$ cat src/rtl/itp_pkg.sv
// Shared types, codes and helper functions of the infix-to-postfix converter.
package itp_pkg;

  localparam int STACK_DEPTH_DEFAULT = 16;
  localparam int OPERATOR_COUNT      = 8;

  // Stack entry that marks an open paren
  localparam logic [3:0] PAREN_MARK = 4'd8;

  // Token commands
  localparam logic [2:0] CMD_OPERAND  = 3'd0;
  localparam logic [2:0] CMD_OPERATOR = 3'd1;
  localparam logic [2:0] CMD_OPEN     = 3'd2;
  localparam logic [2:0] CMD_CLOSE    = 3'd3;
  localparam logic [2:0] CMD_END      = 3'd4;

  // Expression status codes
  localparam logic [2:0] ST_RUNNING  = 3'd0;
  localparam logic [2:0] ST_COMPLETE = 3'd1;
  localparam logic [2:0] ST_MISSING  = 3'd2;
  localparam logic [2:0] ST_EMPTY    = 3'd3;
  localparam logic [2:0] ST_UNCLOSED = 3'd4;
  localparam logic [2:0] ST_OVERFLOW = 3'd5;

  // Configuration register indexes
  localparam logic [1:0] REG_PRIORITY = 2'd0;
  localparam logic [1:0] REG_UNARY    = 2'd1;
  localparam logic [1:0] REG_BINARY   = 2'd2;

  typedef struct packed {
    logic [2:0]  command;
    logic [2:0]  operator_index;
    logic [31:0] operand_value;
  } token_t;

  typedef struct packed {
    logic        has_node;
    logic        node_is_operator;
    logic [31:0] node_value;
    logic [2:0]  status;
    logic        token_consumed;
    logic        last;
  } result_t;

  typedef enum logic [2:0] {
    S_IDLE,
    S_OPERAND,
    S_STATUS,
    S_PUSH,
    S_POP_RD,
    S_POP_DO
  } state_t;

  typedef enum logic [1:0] {
    PM_FINISH,
    PM_BIN,
    PM_CLOSE,
    PM_PAREN
  } pop_mode_t;

  // Four-bit priority of an operator index
  function automatic logic [3:0] prio_of(input logic [31:0] table_word,
                                         input logic [2:0]  idx);
    prio_of = table_word[{idx, 2'b00} +: 4];
  endfunction

  // Operator index allowed by a mask
  function automatic logic op_valid(input logic [7:0] mask, input logic [2:0] idx);
    op_valid = (int'(idx) < OPERATOR_COUNT) && mask[idx];
  endfunction

endpackage

$ cat src/rtl/infix_to_postfix_converter.sv
// Top level of the shunting-yard infix-to-postfix converter.
// Tokens are taken one at a time: in_stall is high while a token is being
// worked on. An operand, a push or a status-only outcome is accepted in
// S_IDLE and then handled in its action state. Each entry popped from the
// stack passes through S_POP_RD, which reads the entry below it from the
// stack RAM with its registered read port, and S_POP_DO, which emits the
// node. A close paren in operator position pops every entry down to and
// including the open paren, which is dropped without a node. Unknown
// commands are accepted and dropped without a result. A single priority
// comparator, shared by a binary operator's first pop decision and every
// later one, decides its popping. Results pass through an output register,
// so a stalled result holds the sequencer only when a further result must
// be sent. Configuration is written over the cfg port, which is always ready.
module infix_to_postfix_converter
  import itp_pkg::*;
#(
  parameter int STACK_DEPTH = STACK_DEPTH_DEFAULT
) (
  input  logic        clk,
  input  logic        rst,
  input  logic        in_valid,
  output logic        in_stall,
  input  token_t      in_data,
  output logic        out_valid,
  input  logic        out_stall,
  output result_t     out_data,
  input  logic        cfg_valid,
  output logic        cfg_ready,
  input  logic [1:0]  cfg_index,
  input  logic [31:0] cfg_data
);

  localparam int CW = $clog2(STACK_DEPTH + 1);
  localparam int AW = $clog2(STACK_DEPTH);
  localparam logic [CW-1:0] FULL = CW'(STACK_DEPTH);

  // Configuration registers
  logic [31:0] prio_table;
  logic [7:0]  unary_mask;
  logic [7:0]  binary_mask;

  // Sequencer state
  state_t    state, state_next;
  pop_mode_t mode, mode_next;
  token_t    tok, tok_next;
  logic [CW-1:0] count, count_next;
  logic [CW-1:0] open_cnt, open_cnt_next;
  logic          expect_op, expect_op_next;
  logic [3:0]    top, top_next;
  logic [2:0]    st_code, st_code_next;
  logic          consumed, consumed_next;
  logic [3:0]    push_val, push_val_next;
  logic          push_expect, push_expect_next;

  // Stack RAM access
  logic          wr_en;
  logic          rd_en;
  logic [3:0]    rd_data;
  logic [CW-1:0] cnt_m1;
  logic [CW-1:0] cnt_m2;

  // Output side
  logic    out_load;
  logic    out_rdy;
  result_t out_word;

  // Shared priority comparator
  logic [3:0] cmp_top;
  logic [2:0] cur_idx;
  logic       pop_ok;

  // Finish decision
  logic       fin_pop;
  logic [2:0] fin_code;

  logic in_take;
  logic more;

  assign cfg_ready = 1'b1;
  assign in_stall  = (state != S_IDLE);
  assign in_take   = in_valid && (state == S_IDLE);
  assign cnt_m1    = count - CW'(1);
  assign cnt_m2    = count - CW'(2);
  assign more      = (count > CW'(1));

  // Compare the entry in view against the incoming operator
  assign cmp_top = (state == S_POP_DO) ? rd_data : top;
  assign cur_idx = (state == S_IDLE) ? in_data.operator_index : tok.operator_index;
  assign pop_ok  = (cmp_top != PAREN_MARK) &&
                   (prio_of(prio_table, cmp_top[2:0]) <= prio_of(prio_table, cur_idx));

  // Ending an expression: errors first, then drain the stack
  always_comb begin
    fin_pop  = 1'b0;
    fin_code = ST_COMPLETE;
    if (expect_op) begin
      fin_code = ST_MISSING;
    end else if (open_cnt != '0) begin
      fin_code = ST_UNCLOSED;
    end else if (count != '0) begin
      fin_pop = 1'b1;
    end
  end

  // Configuration writes
  always_ff @(posedge clk) begin
    if (rst) begin
      prio_table  <= '0;
      unary_mask  <= '0;
      binary_mask <= '0;
    end else if (cfg_valid && cfg_ready) begin
      case (cfg_index)
        REG_PRIORITY: prio_table  <= cfg_data;
        REG_UNARY:    unary_mask  <= cfg_data[7:0];
        REG_BINARY:   binary_mask <= cfg_data[7:0];
        default: ;
      endcase
    end
  end

  // Sequencer: next state and outputs
  always_comb begin
    state_next       = state;
    mode_next        = mode;
    tok_next         = tok;
    count_next       = count;
    open_cnt_next    = open_cnt;
    expect_op_next   = expect_op;
    top_next         = top;
    st_code_next     = st_code;
    consumed_next    = consumed;
    push_val_next    = push_val;
    push_expect_next = push_expect;
    wr_en            = 1'b0;
    rd_en            = 1'b0;
    out_load         = 1'b0;
    out_word         = '0;

    case (state)
      S_IDLE: begin
        if (in_take) begin
          tok_next         = in_data;
          consumed_next    = 1'b1;
          push_expect_next = 1'b0;
          push_val_next    = {1'b0, in_data.operator_index};
          if (expect_op) begin
            case (in_data.command)
              CMD_OPERAND: state_next = S_OPERAND;
              CMD_OPERATOR: begin
                if (!op_valid(unary_mask, in_data.operator_index)) begin
                  st_code_next = ST_MISSING;
                  state_next   = S_STATUS;
                end else if (count == FULL) begin
                  st_code_next = ST_OVERFLOW;
                  state_next   = S_STATUS;
                end else begin
                  state_next = S_PUSH;
                end
              end
              CMD_OPEN: begin
                if (count == FULL) begin
                  st_code_next = ST_OVERFLOW;
                  state_next   = S_STATUS;
                end else begin
                  push_val_next = PAREN_MARK;
                  open_cnt_next = open_cnt + CW'(1);
                  state_next    = S_PUSH;
                end
              end
              CMD_CLOSE: begin
                if (open_cnt == '0) begin
                  consumed_next = 1'b0;
                  mode_next     = PM_FINISH;
                  st_code_next  = fin_code;
                  state_next    = fin_pop ? S_POP_RD : S_STATUS;
                end else if (count != '0 && top == PAREN_MARK) begin
                  st_code_next = ST_EMPTY;
                  state_next   = S_STATUS;
                end else begin
                  st_code_next = ST_MISSING;
                  state_next   = S_STATUS;
                end
              end
              CMD_END: begin
                mode_next    = PM_FINISH;
                st_code_next = fin_code;
                state_next   = fin_pop ? S_POP_RD : S_STATUS;
              end
              default: ;
            endcase
          end else begin
            case (in_data.command)
              CMD_OPERATOR: begin
                if (!op_valid(binary_mask, in_data.operator_index)) begin
                  consumed_next = 1'b0;
                  mode_next     = PM_FINISH;
                  st_code_next  = fin_code;
                  state_next    = fin_pop ? S_POP_RD : S_STATUS;
                end else if (count != '0 && pop_ok) begin
                  push_expect_next = 1'b1;
                  mode_next        = PM_BIN;
                  state_next       = S_POP_RD;
                end else if (count == FULL) begin
                  st_code_next = ST_OVERFLOW;
                  state_next   = S_STATUS;
                end else begin
                  push_expect_next = 1'b1;
                  state_next       = S_PUSH;
                end
              end
              CMD_CLOSE: begin
                if (open_cnt == '0) begin
                  consumed_next = 1'b0;
                  mode_next     = PM_FINISH;
                  st_code_next  = fin_code;
                  state_next    = fin_pop ? S_POP_RD : S_STATUS;
                end else begin
                  mode_next  = (count != '0 && top != PAREN_MARK) ? PM_CLOSE : PM_PAREN;
                  state_next = S_POP_RD;
                end
              end
              CMD_END: begin
                mode_next    = PM_FINISH;
                st_code_next = fin_code;
                state_next   = fin_pop ? S_POP_RD : S_STATUS;
              end
              CMD_OPERAND, CMD_OPEN: begin
                consumed_next = 1'b0;
                mode_next     = PM_FINISH;
                st_code_next  = fin_code;
                state_next    = fin_pop ? S_POP_RD : S_STATUS;
              end
              default: ;
            endcase
          end
        end
      end

      // Emit the operand node
      S_OPERAND: begin
        if (out_rdy) begin
          out_load                  = 1'b1;
          out_word.has_node         = 1'b1;
          out_word.node_value       = tok.operand_value;
          out_word.status           = ST_RUNNING;
          out_word.token_consumed   = consumed;
          out_word.last             = 1'b1;
          expect_op_next            = 1'b0;
          state_next                = S_IDLE;
        end
      end

      // Emit the status word and drop the expression
      S_STATUS: begin
        if (out_rdy) begin
          out_load                = 1'b1;
          out_word.status         = st_code;
          out_word.token_consumed = consumed;
          out_word.last           = 1'b1;
          count_next              = '0;
          open_cnt_next           = '0;
          expect_op_next          = 1'b1;
          state_next              = S_IDLE;
        end
      end

      // Push onto the stack
      S_PUSH: begin
        wr_en      = 1'b1;
        top_next   = push_val;
        count_next = count + CW'(1);
        if (push_expect) begin
          expect_op_next = 1'b1;
        end
        state_next = S_IDLE;
      end

      // Fetch the entry below the top
      S_POP_RD: begin
        rd_en      = 1'b1;
        state_next = S_POP_DO;
      end

      // Pop the top entry, emitting it unless it is a paren
      S_POP_DO: begin
        out_word.has_node         = 1'b1;
        out_word.node_is_operator = 1'b1;
        out_word.node_value       = {28'd0, top};
        out_word.status           = ST_RUNNING;
        out_word.token_consumed   = consumed;
        case (mode)
          PM_FINISH: begin
            if (out_rdy) begin
              out_load     = 1'b1;
              count_next   = cnt_m1;
              top_next     = rd_data;
              st_code_next = ST_COMPLETE;
              state_next   = more ? S_POP_RD : S_STATUS;
            end
          end
          PM_BIN: begin
            out_word.last = !(more && pop_ok);
            if (out_rdy) begin
              out_load   = 1'b1;
              count_next = cnt_m1;
              top_next   = rd_data;
              state_next = (more && pop_ok) ? S_POP_RD : S_PUSH;
            end
          end
          PM_CLOSE: begin
            out_word.last = !(more && rd_data != PAREN_MARK);
            if (out_rdy) begin
              out_load   = 1'b1;
              count_next = cnt_m1;
              top_next   = rd_data;
              if (more) begin
                mode_next  = (rd_data != PAREN_MARK) ? PM_CLOSE : PM_PAREN;
                state_next = S_POP_RD;
              end else begin
                open_cnt_next = open_cnt - CW'(1);
                state_next    = S_IDLE;
              end
            end
          end
          default: begin
            count_next    = (count != '0) ? cnt_m1 : count;
            top_next      = rd_data;
            open_cnt_next = open_cnt - CW'(1);
            state_next    = S_IDLE;
          end
        endcase
      end

      default: state_next = S_IDLE;
    endcase
  end

  // Control registers
  always_ff @(posedge clk) begin
    if (rst) begin
      state     <= S_IDLE;
      count     <= '0;
      open_cnt  <= '0;
      expect_op <= 1'b1;
    end else begin
      state     <= state_next;
      count     <= count_next;
      open_cnt  <= open_cnt_next;
      expect_op <= expect_op_next;
    end
  end

  // Working registers
  always_ff @(posedge clk) begin
    mode        <= mode_next;
    tok         <= tok_next;
    top         <= top_next;
    st_code     <= st_code_next;
    consumed    <= consumed_next;
    push_val    <= push_val_next;
    push_expect <= push_expect_next;
  end

  itp_ram #(
    .WIDTH (4),
    .DEPTH (STACK_DEPTH)
  ) u_stack (
    .clk     (clk),
    .wr_en   (wr_en),
    .wr_addr (count[AW-1:0]),
    .wr_data (push_val),
    .rd_en   (rd_en),
    .rd_addr (cnt_m2[AW-1:0]),
    .rd_data (rd_data)
  );

  itp_out_reg u_out (
    .clk   (clk),
    .rst   (rst),
    .load  (out_load),
    .din   (out_word),
    .ready (out_rdy),
    .stall (out_stall),
    .valid (out_valid),
    .dout  (out_data)
  );

`ifndef ASSERT_OFF
  a_count_bound: assert property (@(posedge clk) disable iff (rst) count <= FULL)
    else $error("stack count beyond depth");
  // An open paren is counted in the cycle before its push lands
  a_open_bound: assert property (@(posedge clk) disable iff (rst)
    state != S_PUSH |-> open_cnt <= count)
    else $error("more open parens than stack entries");
  a_push_room: assert property (@(posedge clk) disable iff (rst)
    state == S_PUSH |-> count < FULL)
    else $error("push onto a full stack");
  a_load_room: assert property (@(posedge clk) disable iff (rst) out_load |-> out_rdy)
    else $error("result loaded into a busy output register");
`endif

endmodule

$ cat src/rtl/itp_ram.sv
// Generic single-write, single-read RAM with registered read data.
module itp_ram #(
  parameter int WIDTH = 4,
  parameter int DEPTH = 16
) (
  input  logic                     clk,
  input  logic                     wr_en,
  input  logic [$clog2(DEPTH)-1:0] wr_addr,
  input  logic [WIDTH-1:0]         wr_data,
  input  logic                     rd_en,
  input  logic [$clog2(DEPTH)-1:0] rd_addr,
  output logic [WIDTH-1:0]         rd_data
);

  logic [WIDTH-1:0] mem [DEPTH];

  // Write port
  always_ff @(posedge clk) begin
    if (wr_en) begin
      mem[wr_addr] <= wr_data;
    end
  end

  // Registered read, held while not enabled
  always_ff @(posedge clk) begin
    if (rd_en) begin
      rd_data <= mem[rd_addr];
    end
  end

endmodule

$ cat src/rtl/itp_out_reg.sv
// Output register holding one result word towards the downstream side.
module itp_out_reg
  import itp_pkg::*;
(
  input  logic    clk,
  input  logic    rst,
  input  logic    load,
  input  result_t din,
  output logic    ready,
  input  logic    stall,
  output logic    valid,
  output result_t dout
);

  logic valid_next;

  // Free when empty or when the held word leaves this cycle
  assign ready = !valid || !stall;

  always_comb begin
    valid_next = valid;
    if (load) begin
      valid_next = 1'b1;
    end else if (!stall) begin
      valid_next = 1'b0;
    end
  end

  always_ff @(posedge clk) begin
    if (rst) begin
      valid <= 1'b0;
    end else begin
      valid <= valid_next;
    end
  end

  // Hold payload until a new word is loaded
  always_ff @(posedge clk) begin
    if (load) begin
      dout <= din;
    end
  end

endmodule
$ cat config.mk
export PLATFORM = sky130hd
export DESIGN_NAME = infix_to_postfix_converter
export DESIGN_NICKNAME = d
export VERILOG_FILES = /design/src/rtl/itp_pkg.sv /design/src/rtl/infix_to_postfix_converter.sv /design/src/rtl/itp_ram.sv /design/src/rtl/itp_out_reg.sv
export SDC_FILE = /design/constraint.sdc
export NUM_CORES = 1
export LEC_CHECK = 0
export BUFFER_PORTS_ARGS = -buffer_cell sky130_fd_sc_hd__buf_4
export CAP_MARGIN = 20
export CORE_UTILIZATION = 63
export DETAILED_ROUTE_END_ITERATION = 7
export PLACE_DENSITY = 0.87
export SLEW_MARGIN = 20
export SYNTH_ARGS = -nofsm -noshare
export SYNTH_HDL_FRONTEND = slang
export SYNTH_HIERARCHICAL = 1
export SYNTH_SLANG_ARGS = --single-unit
$ cat constraint.sdc
create_clock -name clk -period 11.2 [get_ports clk]
set_input_delay 2.24 -clock clk [delete_from_list [all_inputs] [get_ports clk]]
set_output_delay 2.24 -clock clk [all_outputs]
set_load 0.005 [all_outputs]
==> PnR_summary.wiki, run 1 <==
{| class="wikitable"
! Metric !! Value
|-
| Filler cells || 1001
|-
| Detailed Place HPWL || 14900 um
|-
| Clock Pin Slew Worst Setup and Hold Paths || 0.07 ns
|-
| Vias in the first global route || approximately 6800
|-
| Number of CTS-inserted buffers || 23
|-
| CP Data Arrival Time || 5.08 ns
|-
| Data required time of the worst path || 11.45 ns
|-
| F_max || 207 MHz
|-
| Number of enable flip-flop cells after synthesis || approximately 160
|-
| Family with the most delay on the worst path || multiplexers
|-
| Mapped Avg Cell Area || about 12 um2
|-
| H-tree depth reported by CTS || 1
|-
| Grt met3 use || 0.0570
|-
| Part of the Yosys area used for sequential elements || 0.581
|-
| Total negative slack for setup checks || 0 ns
|-
| CTS tree || done
|-
| CP max stage delay || 0.60 ns
|-
| CP Launch Type || primary input
|-
| Internal power || 1.79 mW
|-
| Tmin final || 4.83 ns
|-
| End of the worst register-to-register path || u_out/dout[0]
|-
| Initial cell density of the core || 0.645
|-
| Floorplan die area || between 15000 and 20000 um2
|-
| Combinational share of power || 0.244
|-
| Clk_skew || 0.0105 ns
|-
| Clock root buffer || sky130_fd_sc_hd__clkbuf_16
|-
| Sum of overflow across all layers after global routing || 0
|-
| Share of synthesized flip-flops with an asynchronous set or reset || 0
|-
| Seq pwr share || 0.458
|-
| Synthesized netlist net count || 936
|-
| Flop and latch count out of synthesis || 220
|-
| DRC violation count after routing || 0
|-
| Outcome || finished clean
|-
| Antenna violations before repair || 0
|-
| Drt initial violations || 669
|-
| Cell row count || 46
|-
| Worst Path Buf+Inv || 1
|-
| Count of clock tree sinks || 220
|-
| Finish-stage setup viols || 0
|-
| Reg2reg start || state[1]
|-
| Slew at the pin with the worst max-slew slack || 1.10 ns
|-
| Clock latency of the later-clocked register in the worst-skew pair || 0.50 ns
|-
| List of cells traversed by the critical path || buf_4 -> mux2i_4 -> mux2i_1 -> mux2i_1 -> mux2_2 -> ha_1 -> nand4_1 -> a211oi_1 -> o22ai_1 -> a221o_1
|-
| Pin count of the biggest net entering global routing || 66
|-
| Fraction of power consumed by the clock network || 0.298
|-
| Number of cells produced by synthesis || 840
|-
| Biggest area consumer among synthesized cells || sky130_fd_sc_hd__edfxtp_1
|-
| Worst Reg2Reg Path Length in Cells || 12
|-
| Cell variety after synth || 76
|-
| Maximum buffer depth of the clock tree || 3
|-
| Core region area || about 16000 um2
|-
| Non-filler cells, final || 1171
|-
| Worst vdd ir || ~0.18 mV
|-
| Setup bufs post-CTS || 0
|-
| Switch share || 0.297
|-
| Worst Hold Class || register to register
|-
| Via-to-Cell Ratio || about 6.0
|-
| Die height || ~130 um
|-
| Max-slew headroom || 0.257
|-
| Wire length of the first global-routing pass || approximately 34000 um
|-
| Met1 routing resource usage after global routing || 0.340
|-
| ANT cells || 0
|-
| Mapped cell area || 10300 um2
|-
| Number of input and output port buffers inserted || roughly 120
|-
| End point of the critical path || u_out/dout[0]
|-
| Critical setup path kind || primary input to register
|-
| Count of nets left with antenna violations after detail routing || 0
|-
| CTS-repair resized insts || 0
|-
| Most used routing layer in global routing || met2
|-
| Routed len/inst || 18.8 um
|-
| Yosys synthesis warning count || 6
|-
| Period Utilization, post-route || 0.432
|-
| I/O Pins || roughly 120
|-
| CP dominant cell by count || sky130_fd_sc_hd__mux2i_1
|-
| Critical-path top delay cell || sky130_fd_sc_hd__mux2i_4
|-
| Post-layout net count || 1035
|-
| Maximum capacitance violations || 0
|-
| Number of hold violations in the final report || 0
|-
| Cell Count Post-Placement || between 1000 and 1500
|-
| Reported leakage power || 4.70 nW
|-
| Setup repair after global routing missed its margin || no
|-
| Max-slew violations || 0
|-
| Startpoint of the worst setup timing path || in_data[33]
|-
| Levels on crit path || 10
|-
| P&R area growth vs syn || 16.8%
|-
| Area contributors post-synth || sky130_fd_sc_hd__edfxtp_1 46%, sky130_fd_sc_hd__dfxtp_1 12%, sky130_fd_sc_hd__mux2i_1 7.5%
|-
| Gr usage total || 0.263
|-
| Routability Congestion || between 0.8 and 0.9
|-
| Share of post-route cells with drive strength above 1 || 0.200
|-
| Via count || 7079
|-
| Final Routed Wirelength || 22000 um
|-
| Ratio of total power to cell area || 212 nW/um2
|-
| Die width || 130 um
|-
| Switching power || 0.756 mW
|-
| Most frequent cells in the layout || 157 x sky130_fd_sc_hd__edfxtp_1, 123 x sky130_fd_sc_hd__buf_4, 100 x sky130_fd_sc_hd__nand2_1, 77 x sky130_fd_sc_hd__mux2i_1, 63 x sky130_fd_sc_hd__dfxtp_1
|-
| Most frequent standard cell in the layout excluding fill and tap cells || sky130_fd_sc_hd__edfxtp_1
|-
| Yosys top cell area share || 0.458
|-
| Register-to-Register Setup Slack || ~6.4 ns
|-
| Hold buffer count at CTS || 0
|-
| Grt met2 use || 0.448
|-
| Synth Flop Type || sky130_fd_sc_hd__edfxtp_1
|-
| Largest fanout on the critical path || 16
|-
| Kind of capture point of the worst setup path || register
|-
| Initial DRT Pass Iterations || 6
|}
[flip-flops by register name, indices dropped and copies added, names as in the netlist, 5 cells and up]
register and cells:
binary_mask 8, open_cnt 5, count 5, prio_table 32, u_out/dout 39, u_stack/mem 64, tok 35, unary_mask 8
[worst min-delay path by stage]
stage,startpoint,endpoint,cells past startpoint
after floorplan,prio_table[10],prio_table[10],2
after global placement,prio_table[2],prio_table[2],2
after detailed placement,prio_table[19],prio_table[19],2
after CTS,prio_table[19],prio_table[19],2
after global routing,prio_table[19],prio_table[19],2
final,prio_table[6],prio_table[6],2
[worst register-to-register path: cells and delay by family, from the launching register on]
family | cells | cell delay (ns)
fa+ha+maj | 1 | 0.35
flops | 1 | 0.62
mux | 1 | 0.40
simple gates | 3 | 0.65
compound gates | 5 | 1.55
buf+inv | 2 | 0.94
[metal layers]
layer / routed length [um] / vias to the layer above
met3: 1830 / 53
met5: 0 / -
li1: - / 3325
met1: 8790 / 3344
met4: 520 / 0
met2: 10900 / 357
[final cells by class]
type,count,area [um2],area share
inverter,12,45.0,0.00375
clock inverter,14,151,0.0126
multi-input combinational,559,4040,0.336
timing repair buffer,123,923,0.0768
clock buffer,27,611,0.0508
tap,216,270,0.0225
sequential,220,5980,0.497
[cell usage after synthesis, drive strengths merged, types with 3 or more instances]
library cell	number
and2	37
a211oi	6
a21boi	3
nand3b	6
nand4	6
nand2b	15
xor2	4
mux4	20
o2bb2ai	3
a311oi	4
nand4b	3
dfxtp	63
a22oi	11
a31oi	3
nor2b	8
nor3b	3
nor3	17
mux2i	80
and3	4
edfxtp	157
nand3	16
o211ai	4
a21oi	55
clkbuf	36
ha	18
inv	11
or3b	3
xnor2	3
nor2	59
or4	3
buf	13
o22ai	5
o21ai	14
mux2	8
nand2	100
a21o	7
[power groups by stage]
| stage | combinational, mW | sequential, mW | clock, mW |
|---|---|---|---|
| after floorplan | 0.384 | 1.15 | 0 |
| after global placement | 0.598 | 1.17 | 0 |
| after detailed placement | 0.613 | 1.18 | 0 |
| after CTS | 0.618 | 1.17 | 0.769 |
| after global routing | 0.674 | 1.18 | 0.803 |
| final | 0.622 | 1.17 | 0.759 |
[cells by family (layout without fill, tap and decap cells)]
family,Yosys count,after routing,share of synthesized area
compound gates,133,133,0.0831
buf+inv,61,176,0.0270
fa+ha+maj,19,19,0.0238
flops,220,220,0.581
simple gates,291,291,0.140
xor+xnor,7,7,0.00596
other cells,1,1,0.000364
mux,108,108,0.139
[metrics by stage]
step | utilization | instance area (um2) | worst slack (ns) | hold WS [ns] | power (mW)
4_1_cts | 0.754 | 12000 | 6.45 | 0.471 | 2.55
3_3_place_gp | 0.706 | 11300 | 6.00 | 0.461 | 1.77
2_1_floorplan | - | 10300 | 6.28 | 0.448 | 1.54
5_1_grt | 0.754 | 12000 | 6.09 | 0.487 | 2.66
6_report | 0.754 | 12000 | 6.37 | 0.473 | 2.55
3_5_place_dp | 0.706 | 11300 | 5.92 | 0.462 | 1.80
Power figures use the tool's default switching activity.
==> inputs of run 2 (changes only) <==
--- a/config.mk
+++ b/config.mk
@@ -7,9 +7,9 @@
 export LEC_CHECK = 0
 export BUFFER_PORTS_ARGS = -buffer_cell sky130_fd_sc_hd__buf_4
 export CAP_MARGIN = 20
-export CORE_UTILIZATION = 63
+export CORE_UTILIZATION = 53
 export DETAILED_ROUTE_END_ITERATION = 7
-export PLACE_DENSITY = 0.87
+export PLACE_DENSITY = 0.78
 export SLEW_MARGIN = 20
 export SYNTH_ARGS = -nofsm -noshare
 export SYNTH_HDL_FRONTEND = slang
==> constraint.sdc (replaced) <==
create_clock -name clk -period 3.9 [get_ports clk]
set_input_delay 0.78 -clock clk [delete_from_list [all_inputs] [get_ports clk]]
set_output_delay 0.78 -clock clk [all_outputs]
set_load 0.005 [all_outputs]
==> PnR_summary.wiki, run 2 (same netlist as run 1, synthesis figures left out) <==
{| class="wikitable"
! Metric !! Value
|-
| Max-slew violations || 0 (unchanged)
|-
| Setup repair after global routing missed its margin || no
|-
| Count of nets left with antenna violations after detail routing || 0 (unchanged)
|-
| Initial cell density of the core || 0.545 (-0.101)
|-
| CP Launch Type || register
|-
| CP Data Arrival Time || 3.84 ns (-1.24 ns)
|-
| Worst vdd ir || 0.401 mV (+130%)
|-
| Clock root buffer || sky130_fd_sc_hd__clkbuf_16
|-
| Clock latency of the later-clocked register in the worst-skew pair || 0.52 ns (+0.02 ns)
|-
| Tmin final || 3.58 ns
|-
| Critical setup path kind || register to register
|-
| I/O Pins || 119 (unchanged)
|-
| Floorplan die area || 20000 um2 (+19%)
|-
| Post-layout net count || 1046 (+1.1%)
|-
| Initial DRT Pass Iterations || 5 (-1)
|-
| Maximum capacitance violations || 0 (unchanged)
|-
| Antenna violations before repair || 0 (unchanged)
|-
| Vias in the first global route || 6742 (-0.47%)
|-
| Total negative slack for setup checks || 0 ns (unchanged)
|-
| CTS tree || done
|-
| WHS || 0.432 ns (-0.0403 ns)
|-
| Number of CTS-inserted buffers || 24 (+4.3%)
|-
| Share of post-route cells with drive strength above 1 || 0.204 (+0.00351)
|-
| ANT cells || 0 (unchanged)
|-
| Drt initial violations || 587 (-12%)
|-
| Min setup slack post-route || 0.317 ns (-6.05 ns)
|-
| Pin count of the biggest net entering global routing || 66 (unchanged)
|-
| Top flop regs || u_stack/mem (64), u_out/dout (39), tok (35)
|-
| Number of hold violations in the final report || 0 (unchanged)
|-
| P&R area growth vs syn || 18.7%
|-
| Wire length of the first global-routing pass || 35400 um (+3.7%)
|-
| Data required time of the worst path || 4.16 ns (-7.29 ns)
|-
| Largest fanout on the critical path || 7 (-9)
|-
| H-tree depth reported by CTS || 1 (unchanged)
|-
| Total Power Consumption || 7.49 mW (+190%)
|-
| Die width || 141 um (+8.9%)
|-
| DRC violation count after routing || 0 (unchanged)
|-
| Period Utilization, post-route || 0.919
|-
| Most frequent cells in the layout || 157 x sky130_fd_sc_hd__edfxtp_1, 132 x sky130_fd_sc_hd__buf_4, 100 x sky130_fd_sc_hd__nand2_1, 77 x sky130_fd_sc_hd__mux2i_1, 63 x sky130_fd_sc_hd__dfxtp_1
|-
| Post-placement cell area || 11400 um2 (+1.3%)
|-
| Number of input and output port buffers inserted || 117 (unchanged)
|-
| Maximum buffer depth of the clock tree || 3 (unchanged)
|-
| Max-slew headroom || 0.342 (+0.0845)
|-
| F_max || 279 MHz
|-
| Via count || 7071 (-0.11%)
|-
| Count of clock tree sinks || 220 (unchanged)
|-
| Clock Pin Slew Worst Setup and Hold Paths || 0.06 ns (about the same)
|-
| Setup bufs post-CTS || 0 (unchanged)
|-
| Setup Slack @ Placement || 0.322 ns (-5.60 ns)
|-
| Slew at the pin with the worst max-slew slack || 0.988 ns (-0.111 ns)
|-
| Core region area || 18900 um2 (+19%)
|-
| Most frequent standard cell in the layout excluding fill and tap cells || sky130_fd_sc_hd__edfxtp_1
|-
| Detailed Place HPWL || 14900 um (+0.58%)
|-
| Worst Hold Class || primary input to register
|-
| Routed len/inst || 18.3 um (-2.9%)
|-
| Reported leakage power || 4.78 nW (+1.7%)
|-
| Finish-stage setup viols || 0 (unchanged)
|-
| Number of flip-flops under the largest register name || 64 (unchanged)
|-
| Kind of capture point of the worst setup path || register
|-
| Clk_skew || 0.0256 ns (+0.0151 ns)
|-
| Cell row count || 50 (+8.7%)
|-
| Finished Cell Area || 12200 um2 (+1.6%)
|-
| Gr usage total || 0.226 (-0.0370)
|-
| Via-to-Cell Ratio || 5.76 (-4.7%)
|-
| Routability Congestion || 0.938 (+4.7%)
|-
| Sum of overflow across all layers after global routing || 0 (unchanged)
|-
| Final Routed Wirelength || 22400 um (+1.9%)
|-
| Die height || 141 um (+8.9%)
|-
| Register containing the most flip-flops in the final layout || u_stack/mem
|-
| Outcome || finished clean
|-
| Ratio of total power to cell area || 613 nW/um2 (+190%)
|}
-- run 2: changes by cell type in the layout (fill, tap and decap cells not counted), sizes merged --
cell and delta:
buf +10, clkbuf +8, inv -4, clkinvlp -2, clkinv +1
-- run 2: metal layers --
metal / wire length (um) / GRT usage
met1: 9710 / 0.310
met2: 10800 / 0.376
met3: 1490 / 0.0344
met4: 382 / 0.0589
met5: 0 / 0
-- run 2: worst paths after layout --
path	startpoint	endpoint	slack, ns	cells after the start
setup / recovery	state[1]	u_out/dout[0]	0.32	12
hold reg to reg	prio_table[20]	prio_table[20]	0.47	2
hold / removal	in_data[9]	tok[9]	0.43	1
setup reg to reg	state[1]	u_out/dout[0]	0.32	12
-- run 2: worst max-delay path, cell delays in order, from the launching register on --
cell and delay, ns:
sky130_fd_sc_hd__dfxtp_1 0.35, sky130_fd_sc_hd__nand3b_1 0.28, sky130_fd_sc_hd__clkinv_1 0.22, sky130_fd_sc_hd__nand2_1 0.12
sky130_fd_sc_hd__a21boi_0 0.32, sky130_fd_sc_hd__buf_4 0.20, sky130_fd_sc_hd__mux2_2 0.33, sky130_fd_sc_hd__ha_1 0.34
sky130_fd_sc_hd__a21oi_1 0.17, sky130_fd_sc_hd__nand3_1 0.18, sky130_fd_sc_hd__a211oi_2 0.32, sky130_fd_sc_hd__o22ai_1 0.16
sky130_fd_sc_hd__a221o_1 0.32
-- run 2: metrics by stage --
step | util | cells
after CTS | 0.646 | 1228
final | 0.647 | 1228
after detailed placement | 0.603 | 1184
after global routing | 0.647 | 1228
after global placement | 0.603 | 1184
after floorplan | - | 840
-- run 2: where the power goes --
group | switching (mW) | internal (mW)
combinational | 1.06 | 0.813
sequential | 0.221 | 3.10
clock | 0.886 | 1.40
-- run 2: timing repair --
action,in CTS,in global routing
hold buffers,0,0
gates resized for setup,0,1
endpoints found under the setup margin,0,1
-- run 2: final cells by class --
cell class	instances	area, um2
Inverter	12	45.0
Multi-Input combinational cell	559	4050
Timing Repair Buffer	133	1010
Sequential cell	220	5980
Clock buffer	35	716
Clock inverter	9	95.1
Fill cell	1433	6680
Tap cell	260	325
==> inputs of run 3 (changes only) <==
--- a/config.mk
+++ b/config.mk
@@ -5,6 +5,7 @@
 export SDC_FILE = /design/constraint.sdc
 export NUM_CORES = 1
 export LEC_CHECK = 0
+export ABC_AREA = 1
 export BUFFER_PORTS_ARGS = -buffer_cell sky130_fd_sc_hd__buf_4
 export CAP_MARGIN = 20
 export CORE_UTILIZATION = 53
==> PnR_summary.wiki, run 3 <==
{| class="wikitable"
! Metric !! Value
|-
| Register containing the most flip-flops in the final layout || u_stack/mem
|-
| Part of the Yosys area used for sequential elements || 0.577 (-0.00393)
|-
| Most used standard cells in the synthesized netlist || 257 x sky130_fd_sc_hd__nand2_1, 158 x sky130_fd_sc_hd__nor2_1, 157 x sky130_fd_sc_hd__edfxtp_1, 124 x sky130_fd_sc_hd__inv_1, 97 x sky130_fd_sc_hd__o21ai_0
|-
| Biggest area consumer among synthesized cells || sky130_fd_sc_hd__edfxtp_1
|-
| Setup Slack @ Placement || 0.473 ns (+0.151 ns)
|-
| Finished Cell Area || 12200 um2 (about the same)
|-
| Routability Congestion || 0.924 (-1.5%)
|-
| CP Launch Type || register
|-
| Slew at the pin with the worst max-slew slack || 1.02 ns (+0.0335 ns)
|-
| Kind of capture point of the worst setup path || register
|-
| Period Utilization, post-route || 0.884 (-0.0343)
|-
| Max-slew violations || 0 (unchanged)
|-
| Die height || 142 um (+0.34%)
|-
| Largest fanout on the critical path || 19 (+12)
|-
| Yosys synthesis warning count || 6 (unchanged)
|-
| Critical setup path kind || register to register
|-
| Post-placement cell area || 11400 um2 (about the same)
|-
| Finish-stage setup viols || 0 (unchanged)
|-
| Non-filler cells, final || 1544 (+26%)
|-
| F_max || 290 MHz (+3.9%)
|-
| Reported leakage power || 5.29 nW (+11%)
|-
| Number of cells produced by synthesis || 1158 (+38%)
|-
| Most numerous cell in the Yosys netlist || sky130_fd_sc_hd__nand2_1
|-
| CP dominant cell by count || sky130_fd_sc_hd__nand2_1
|-
| Post-layout net count || 1362 (+30%)
|-
| Most frequent standard cell in the layout excluding fill and tap cells || sky130_fd_sc_hd__nand2_1
|-
| Register-to-Register Setup Slack || 0.45 ns (+0.13 ns)
|-
| Clock latency of the later-clocked register in the worst-skew pair || 0.52 ns (about the same)
|-
| Antenna violations before repair || 0 (unchanged)
|-
| Routed len/inst || 16.1 um (-12%)
|-
| Number of enable flip-flop cells after synthesis || 157 (unchanged)
|-
| Number of CTS-inserted buffers || 24 (unchanged)
|-
| I/O Pins || 119 (unchanged)
|-
| Wire length of the first global-routing pass || 39900 um (+13%)
|-
| Initial cell density of the core || 0.547 (+0.00190)
|-
| Flop and latch count out of synthesis || 220 (unchanged)
|-
| ANT cells || 0 (unchanged)
|-
| Setup repair after global routing missed its margin || no
|-
| WHS || 0.438 ns (+0.00564 ns)
|-
| Share of synthesized flip-flops with an asynchronous set or reset || 0 (unchanged)
|-
| Top flop regs || u_stack/mem (64), u_out/dout (39), tok (35)
|-
| Count of nets left with antenna violations after detail routing || 0 (unchanged)
|-
| Yosys top cell area share || 0.455 (-0.00310)
|-
| Worst vdd ir || 0.393 mV (-1.9%)
|-
| Synthesized netlist net count || 1254 (+34%)
|-
| Number of hold violations in the final report || 0 (unchanged)
|-
| H-tree depth reported by CTS || 1 (unchanged)
|-
| Die width || 142 um (+0.34%)
|-
| Total negative slack for setup checks || 0 ns (unchanged)
|-
| Area contributors post-synth || sky130_fd_sc_hd__edfxtp_1 46%, sky130_fd_sc_hd__dfxtp_1 12%, sky130_fd_sc_hd__nand2_1 9.3%
|-
| Final Routed Wirelength || 24900 um (+11%)
|-
| CP Data Arrival Time || 3.65 ns (-0.19 ns)
|-
| Tmin final || 3.45 ns (-0.134 ns)
|-
| Core region area || 19000 um2 (+0.33%)
|-
| Via count || 8283 (+17%)
|-
| Min setup slack post-route || 0.451 ns (+0.134 ns)
|-
| Number of input and output port buffers inserted || 117 (unchanged)
|-
| Floorplan die area || 20100 um2 (+0.67%)
|-
| Outcome || finished clean
|-
| Cell Count Post-Placement || 1500 (+27%)
|-
| Count of clock tree sinks || 220 (unchanged)
|-
| Filler cells || 1521 (+6.1%)
|-
| Mapped cell area || 10400 um2 (+0.68%)
|-
| Worst Hold Class || primary input to register
|-
| DRC violation count after routing || 0 (unchanged)
|-
| Detailed Place HPWL || 17000 um (+14%)
|-
| Clk_skew || 0.0131 ns (-0.0125 ns)
|-
| CP max stage delay || 0.41 ns (+0.06 ns)
|-
| CTS tree || done
|-
| Drt initial violations || 628 (+7.0%)
|-
| Synth Flop Type || sky130_fd_sc_hd__edfxtp_1
|-
| Clock root buffer || sky130_fd_sc_hd__clkbuf_16
|-
| Initial DRT Pass Iterations || 5 (unchanged)
|-
| Cell row count || 50 (unchanged)
|-
| Number of flip-flops under the largest register name || 64 (unchanged)
|-
| Critical-path top delay cell || sky130_fd_sc_hd__dfxtp_1
|-
| Maximum capacitance violations || 0 (unchanged)
|-
| Maximum buffer depth of the clock tree || 3 (unchanged)
|-
| Via-to-Cell Ratio || 5.36 (-6.8%)
|-
| P&R area growth vs syn || 17.9%
|-
| Ratio of total power to cell area || 603 nW/um2 (-1.6%)
|-
| Setup bufs post-CTS || 0 (unchanged)
|-
| Gr usage total || 0.252 (+0.0268)
|-
| Cell variety after synth || 50 (-34%)
|-
| Data required time of the worst path || 4.10 ns (-0.06 ns)
|-
| Hold buffer count at CTS || 0 (unchanged)
|-
| List of cells traversed by the critical path || nor2_2 -> nand2_2 -> inv_2 -> nand2_1 -> nand2_1 -> inv_2 -> o21ai_0 -> a21oi_1 -> o32ai_1 -> ha_1 -> a21oi_1 -> o21ai_0 -> nand2_1 -> nand2_1 -> nor2_1 -> inv_1 -> a31oi_1
|-
| Share of post-route cells with drive strength above 1 || 0.155 (-0.0485)
|-
| Clock Pin Slew Worst Setup and Hold Paths || 0.06 ns (about the same)
|-
| Sum of overflow across all layers after global routing || 0 (unchanged)
|-
| Max-slew headroom || 0.319 (-0.0231)
|-
| Most frequent cells in the layout || 257 x sky130_fd_sc_hd__nand2_1, 157 x sky130_fd_sc_hd__nor2_1, 157 x sky130_fd_sc_hd__edfxtp_1, 129 x sky130_fd_sc_hd__buf_4, 124 x sky130_fd_sc_hd__inv_1
|-
| Pin count of the biggest net entering global routing || 42 (-36%)
|-
| Mapped Avg Cell Area || 8.95 um2 (-27%)
|-
| Vias in the first global route || 8016 (+19%)
|}
[run 3: area by class of cell]
| type | instances | area (um2) | area share |
|---|---|---|---|
| clock buffers | 33 | 707 | 0.0579 |
| well taps | 260 | 325 | 0.0266 |
| repair buffers | 129 | 968 | 0.0793 |
| inverters | 136 | 518 | 0.0424 |
| flip-flops and latches | 220 | 5980 | 0.489 |
| clock inverters | 11 | 96.3 | 0.00789 |
| multi-input cells | 755 | 3620 | 0.296 |
[run 3: metal layers]
metal | global-route usage | share of wire | vias up
li1 | - | - | 4079
met1 | 0.331 | 0.43 | 3855
met2 | 0.428 | 0.49 | 293
met3 | 0.0375 | 0.060 | 56
met4 | 0.0900 | 0.029 | 0
met5 | 0 | 0 | -
[run 3: final timing paths]
path	start	to	depth (start not counted)
worst min register to register	binary_mask[6]	binary_mask[6]	2
worst max-delay path	state[0]	mode[0]	17
worst max register to register	state[0]	mode[0]	17
worst min-delay path	in_data[12]	tok[12]	1
[run 3: power breakdown]
part / total [mW] / switching, mW / internal (mW)
sequential: 3.15 / 0.193 / 2.96
combinational: 1.97 / 1.29 / 0.688
clock: 2.24 / 0.904 / 1.34
[run 3: worst max-delay path, delay by kind of cell, from the launching register on]
family,cells,cell delay [ns]
AO/OA/AOI/OAI,6,1.03
AND/OR/NAND/NOR,7,0.99
flip-flops,1,0.41
buffers and inverters,3,0.38
adder cells (fa/ha/maj),1,0.32
[run 3: timing repair]
item                                    CTS  global route
gates resized for setup                   0             1
endpoints found under the hold margin     0             0
endpoints found under the setup margin    0             2
[run 3: kinds of logic (layout without fill, tap and decap cells)]
group	count (synthesis)	after routing	share of synthesized area
AND/OR/NAND/NOR	532	532	0.212
other	1	1	0.000362
flip-flops	220	220	0.577
adder cells (fa/ha/maj)	19	19	0.0237
buffers and inverters	183	309	0.0761
XOR/XNOR	4	4	0.00338
AO/OA/AOI/OAI	199	199	0.107
[run 3: stage by stage]
step,utilization,power (mW)
floorplan,-,4.45
global placement,0.602,5.08
detailed placement,0.602,5.12
CTS,0.644,7.36
global route,0.644,7.72
finish,0.644,7.37
